==> src/design/triangle_plane_mirror_assert.svh <==
// ----------------------------------------------------------------------------
// Assertion macros for the triangle plane mirror
// Clocked assertions on clk_i, disabled while rst_ni is low.
// ----------------------------------------------------------------------------
`ifndef TRIANGLE_PLANE_MIRROR_ASSERT_SVH
`define TRIANGLE_PLANE_MIRROR_ASSERT_SVH

`ifndef NO_ASSERTIONS

// Property that must hold at every clock edge
`define TPM_ASSERT(label, prop, msg) \
  label: assert property (@(posedge clk_i) disable iff (!rst_ni) (prop)) \
    else $error(msg);

// Condition in one cycle implies a consequence in the next
`define TPM_ASSERT_NEXT(label, ante, cons, msg) \
  label: assert property (@(posedge clk_i) disable iff (!rst_ni) (ante) |=> (cons)) \
    else $error(msg);

`else

`define TPM_ASSERT(label, prop, msg)
`define TPM_ASSERT_NEXT(label, ante, cons, msg)

`endif

`endif

==> src/design/tpm_pkg.sv <==
// ----------------------------------------------------------------------------
// tpm_pkg
// Shared widths, fixed-point types, structs and codes of the plane mirror.
// ----------------------------------------------------------------------------
package tpm_pkg;

  // Field widths
  localparam int PosW     = 24;   // Q15.8
  localparam int NrmW     = 16;   // Q1.14
  localparam int TexW     = 32;
  localparam int OffW     = 24;   // Q15.8
  localparam int CfgIdxW  = 8;
  localparam int CfgDataW = 32;

  localparam int NrmFrac = 14;
  localparam int FracSh  = 28;    // scale of the reflection terms

  // Intermediate widths
  localparam int PpW = PosW + NrmW;     // pl * p
  localparam int PnW = 2 * NrmW;        // pl * n
  localparam int SpW = PpW + 2;         // signed distance sum
  localparam int SnW = PnW + 2;         // normal dot sum
  localparam int MpW = SpW + NrmW;      // sp * pl
  localparam int MnW = SnW + NrmW;      // sn * pl
  localparam int TpW = MpW + 3;
  localparam int TnW = MnW + 3;
  localparam int RpW = TpW - FracSh;    // rounded position before clamp
  localparam int RnW = TnW - FracSh;    // rounded normal before clamp

  typedef logic signed [PosW-1:0] pos_t;
  typedef logic signed [NrmW-1:0] nrm_t;
  typedef logic        [TexW-1:0] tex_t;
  typedef logic signed [OffW-1:0] off_t;
  typedef logic signed [PpW-1:0]  pp_t;
  typedef logic signed [PnW-1:0]  pn_t;
  typedef logic signed [SpW-1:0]  sp_t;
  typedef logic signed [SnW-1:0]  sn_t;
  typedef logic signed [MpW-1:0]  mp_t;
  typedef logic signed [MnW-1:0]  mn_t;
  typedef logic signed [TpW-1:0]  tp_t;
  typedef logic signed [TnW-1:0]  tn_t;
  typedef logic signed [RpW-1:0]  rp_t;
  typedef logic signed [RnW-1:0]  rn_t;
  typedef logic [1:0]             corner_t;
  typedef logic [CfgIdxW-1:0]     cfg_idx_t;
  typedef logic [CfgDataW-1:0]    cfg_data_t;

  // Constants
  localparam nrm_t    NrmOne     = nrm_t'(2 ** NrmFrac);
  localparam rp_t     RpMax      = rp_t'(2 ** (PosW - 1) - 1);
  localparam rp_t     RpMin      = rp_t'(-(2 ** (PosW - 1)));
  localparam rn_t     RnMax      = rn_t'(2 ** NrmFrac);
  localparam rn_t     RnMin      = rn_t'(-(2 ** NrmFrac));
  localparam corner_t LastCorner = corner_t'(2);

  // Register indexes
  localparam cfg_idx_t RegNrmX = cfg_idx_t'(0);
  localparam cfg_idx_t RegNrmY = cfg_idx_t'(1);
  localparam cfg_idx_t RegNrmZ = cfg_idx_t'(2);
  localparam cfg_idx_t RegOff  = cfg_idx_t'(3);

  // Emit sequence of the output stage
  typedef enum logic [1:0] {
    StepPass,
    StepHeld0,
    StepMirror,
    StepHeld1
  } step_e;

  typedef struct packed {
    nrm_t [2:0] nrm;
    off_t       off;
  } plane_t;

  typedef struct packed {
    pos_t [2:0] pos;
    nrm_t [2:0] nrm;
    tex_t       u;
    tex_t       v;
    corner_t    corner;
  } vtx_t;

  // Queue entry: vertex plus its plane dot products
  typedef struct packed {
    vtx_t vtx;
    sp_t  sp;
    sn_t  sn;
  } item_t;

endpackage

==> src/design/tpm_fifo.sv <==
// ----------------------------------------------------------------------------
// tpm_fifo
// Small queue of classified vertices between the front and back parts.
// ----------------------------------------------------------------------------
module tpm_fifo #(
  parameter int Depth = 2
) (
  input  logic            clk_i,
  input  logic            rst_ni,
  input  logic            push_i,
  input  tpm_pkg::item_t  data_i,
  output logic            full_o,
  input  logic            pop_i,
  output tpm_pkg::item_t  data_o,
  output logic            empty_o
);

  localparam int PtrW = (Depth > 1) ? $clog2(Depth) : 1;
  localparam int CntW = $clog2(Depth + 1);

  tpm_pkg::item_t mem_q [Depth];
  logic [PtrW-1:0] wr_ptr_q;
  logic [PtrW-1:0] rd_ptr_q;
  logic [CntW-1:0] cnt_q;

  assign full_o  = (cnt_q == CntW'(Depth));
  assign empty_o = (cnt_q == '0);
  assign data_o  = mem_q[rd_ptr_q];

  // pointers and fill level
  always_ff @(posedge clk_i or negedge rst_ni) begin
    if (!rst_ni) begin
      wr_ptr_q <= '0;
      rd_ptr_q <= '0;
      cnt_q    <= '0;
    end else begin
      if (push_i) begin
        wr_ptr_q <= (wr_ptr_q == PtrW'(Depth - 1)) ? '0 : wr_ptr_q + 1'b1;
      end
      if (pop_i) begin
        rd_ptr_q <= (rd_ptr_q == PtrW'(Depth - 1)) ? '0 : rd_ptr_q + 1'b1;
      end
      if (push_i && !pop_i) begin
        cnt_q <= cnt_q + 1'b1;
      end else if (pop_i && !push_i) begin
        cnt_q <= cnt_q - 1'b1;
      end
    end
  end

  // storage
  always_ff @(posedge clk_i) begin
    if (push_i) begin
      mem_q[wr_ptr_q] <= data_i;
    end
  end

endmodule

==> config.mk <==
export PLATFORM = sky130hd
export DESIGN_NAME = tpm_fifo
export DESIGN_NICKNAME = d
export VERILOG_FILES = /design/src/design/triangle_plane_mirror_assert.svh /design/src/design/tpm_pkg.sv /design/src/design/tpm_fifo.sv
export SDC_FILE = /design/constraint.sdc
export NUM_CORES = 1
export LEC_CHECK = 0
export ABC_AREA = 1
export BUFFER_PORTS_ARGS = -buffer_cell sky130_fd_sc_hd__buf_2
export CORE_AREA = 2 2 207 209
export DETAILED_ROUTE_END_ITERATION = 10
export DIE_AREA = 0 0 209 211
export GPL_ROUTABILITY_DRIVEN = 0
export GPL_TIMING_DRIVEN = 0
export PLACE_DENSITY = 0.72
export SLEW_MARGIN = 20
export SYNTH_ARGS = -nofsm -noshare
export SYNTH_HDL_FRONTEND = slang
export SYNTH_SLANG_ARGS = --single-unit
==> constraint.sdc <==
create_clock -name clk_i -period 26.8 [get_ports clk_i]
set_input_delay 1.34 -clock clk_i [delete_from_list [all_inputs] [get_ports clk_i]]
set_output_delay 1.34 -clock clk_i [all_outputs]
set_load 0.005 [all_outputs]
==> results.md <==
* DRT antenna net count at 0
* CTS Hold Bufs at 0
* Setup repair after global routing missed its margin: false
* Root Driver: clkbuf_16
* Row cnt at 75
* Slowest-stage cell, CP: mux2_2
* Most frequent cells in the layout: buf_2, edfxtp_1, mux2_2, mux2_4, clkbuf_16
* Slew @ Worst Pin at 0.660 ns
* Router iterations before antenna repair at 4
* Via count at 10020
* Die width at 209 µm
* Pre-CTS setup slack at 23.01 ns
* Die H at 211 µm
* Min cycle time layout at 3.48 ns
* Critical Path Sink: data_o[141]
* Buffers on Ports at 529
* Synth Cell Area at 19400 µm²
* Tightest Hold Check Type: register to register
* Layout area overhead at 27.8%
* Initial antenna violation count at 12
* Post-Syn Nets at 1107
* Leakage at 9.57 nW
* Iteration-0 DRC count of the detailed router at 581
* Worst-case reg-to-reg path depth at 8
* Flops & latches, synth at 528
* Layout cells sized above 1 at 0.616
* Worst Clk Skew at 0.0172 ns
* Status: finished, final reports clean
* Critical path depth at 4
* Final Slew Violations at 0
* Pint at 1.88 mW
* RR Endpoint: mem_q[0][133]
* Post-Syn Area per Cell at 23.1 µm²
* Fin Setup TNS at 0 ns
* PD cells at 104 nW/µm²
* Crit Path Category: register to output port
* Yosys cell types at 15
* Clock Tree Buf Depth at 3
* CTS tree: built
* Io pins at 530
* Flop pwr share at 0.436
* Commonest non-fill, non-tap cell in the layout: buf_2
* CP arrival at 2.14 ns
* First-pass GRT wire length at 60500 µm
* Seq/Total Area, Yosys at 0.817
* Largest net degree at the start of global routing at 100
* CTS Buf Count at 53
* P_sw at 0.700 mW
* Final wirelength at 41900 µm
* Total gr overflow at 0
* Remaining DRCs at 0
* Crit-path leading delay family: buffers and inverters
* Period Utilization, post-route at 0.130
* Post-CTS sizing at 0
* Synthesized instance count at 840
* YS warnings at 0
* WL/cell at 20.7 µm
* Max Cap Violations at 0
* Worst setup startpoint: rd_ptr_q
* Die area at 44100 µm²
* Vias per std cell at 4.95
* Worst path buffer plus inverter count at 3
* Critical Path RT at 25.46 ns
* Tot GR Track Use at 0.183
* CP Capture Type: output port
* Crit Path Max Fanout at 10
* Worst vdd ir at 0.0659 mV
* Latest clock arrival within the worst-skew pair at 0.57 ns
* Initial Util at 0.464
* Synth area leader: edfxtp_1
* Vias in the first global route at 10567
* Clock sinks at 528
* Most common cell type on the critical path: buf_2
* Max frequency at 287 MHz
* Core Area at 41800 µm²
* Crit path launch type: register
* Clock power frac at 0.269
* Final core utilization at 0.593
* Fin Hold WS at 0.547 ns
* Combinational power share at 0.294
* Setup WS post-layout at 23.32 ns
* Power Total at 2.58 mW
* R2R Setup Slk at 24.10 ns
* Synth top area share at 0.812
* Synth area leaders: edfxtp_1, mux2_2, mux2_4
* Setup Viol. Count Final at 0
* Reg-to-Reg Start: wr_ptr_q
* Htree depth at 2
* Switch share at 0.271
* Max_slew headroom at 0.559
* CP cell instances: buf_2, buf_4, mux2_2, buf_2
* Setup Fix Bufs, Post-CTS at 0
* Hold Vio Cnt, Final at 0
* Clock-pin slew on the worst setup and hold paths at 0.06 ns
* Detailed-placement wirelength estimate at 30000 µm
* Fin nets at 1706
* Worst path max stage delay at 0.39 ns
## cell usage after synthesis
library cell / instances
nand4_1: 1
xor2_1: 2
mux2_2: 192
inv_1: 7
buf_2: 10
buf_6: 8
mux2_4: 70
dfrtp_1: 4
ha_1: 1
nand3_1: 1
buf_4: 11
nand2_1: 5
edfxtp_1: 524
xnor2_1: 1
nor2_1: 3
## worst min path at each step
stage,cells past startpoint,start,slack [ns],to
after floorplan,2,cnt_q[1],0.46,cnt_q[1]
after CTS,1,rst_ni,0.51,cnt_q[0]
final,2,cnt_q[1],0.55,cnt_q[1]
after global placement,1,wr_ptr_q,0.48,wr_ptr_q
after detailed placement,2,cnt_q[1],0.53,cnt_q[1]
after global routing,1,rst_ni,0.53,rd_ptr_q
## state kept, by name (all words and copies together) (netlist names)
register and cells:
cnt_q 2, mem_q 524, rd_ptr_q 1, wr_ptr_q 1
## logic make-up (layout without fill, tap and decap cells)
family / count (synthesis) / after routing / synth area share
XOR/XNOR: 3 / 3 / 0.00136
adder cells (fa/ha/maj): 1 / 1 / 0.000646
buffers and inverters: 36 / 674 / 0.0129
flip-flops: 528 / 528 / 0.817
multiplexers: 262 / 262 / 0.166
other: 0 / 8 / 0
AND/OR/NAND/NOR: 10 / 10 / 0.00213
## routing by layer
layer / track usage / share of wire / wire [µm] / vias to the layer above
met3: 0.0706 / 0.095 / 3980 / 87
met4: 0.0805 / 0.030 / 1280 / 6
met5: 0 / 0.00081 / 34 / -
met2: 0.325 / 0.52 / 21800 / 420
met1: 0.194 / 0.35 / 14900 / 4940
li1: - / - / - / 4567
## final cells by class
cell class	count	area (µm²)
Sequential cell	528	15800
Clock buffer	65	1410
Antenna cell	8	20.0
Tap cell	539	674
Fill cell	3090	17000
Multi-Input combinational cell	276	3300
Timing Repair Buffer	544	3030
Buffer	29	223
Inverter	7	33.8
Clock inverter	29	233
## worst reg2reg max path, cell delays in order, from the launching register on
cell and delay (ns):
dfrtp_1 0.43, nor2_4 0.55, buf_16 0.26, buf_16 0.19, buf_16 0.18, buf_16 0.19, buf_12 0.21, buf_16 0.20
buf_16 0.18
## power by group through the flow
stage | combinational [mW] | clock (mW) | sequential (mW)
after floorplan | 0.427 | 0 | 1.19
after global placement | 0.726 | 0 | 1.24
after detailed placement | 0.772 | 0 | 1.15
after CTS | 0.776 | 0.714 | 1.13
after global routing | 0.813 | 0.744 | 1.14
final | 0.759 | 0.696 | 1.13
## per-stage QoR
stage,instance area (µm²),std cells
2_1_floorplan,19400,840
3_5_place_dp,23100,1923
5_1_grt,24800,2023
3_3_place_gp,22700,1908
4_1_cts,24700,2017
6_report,24800,2025
(Power assumes the default switching activity.)
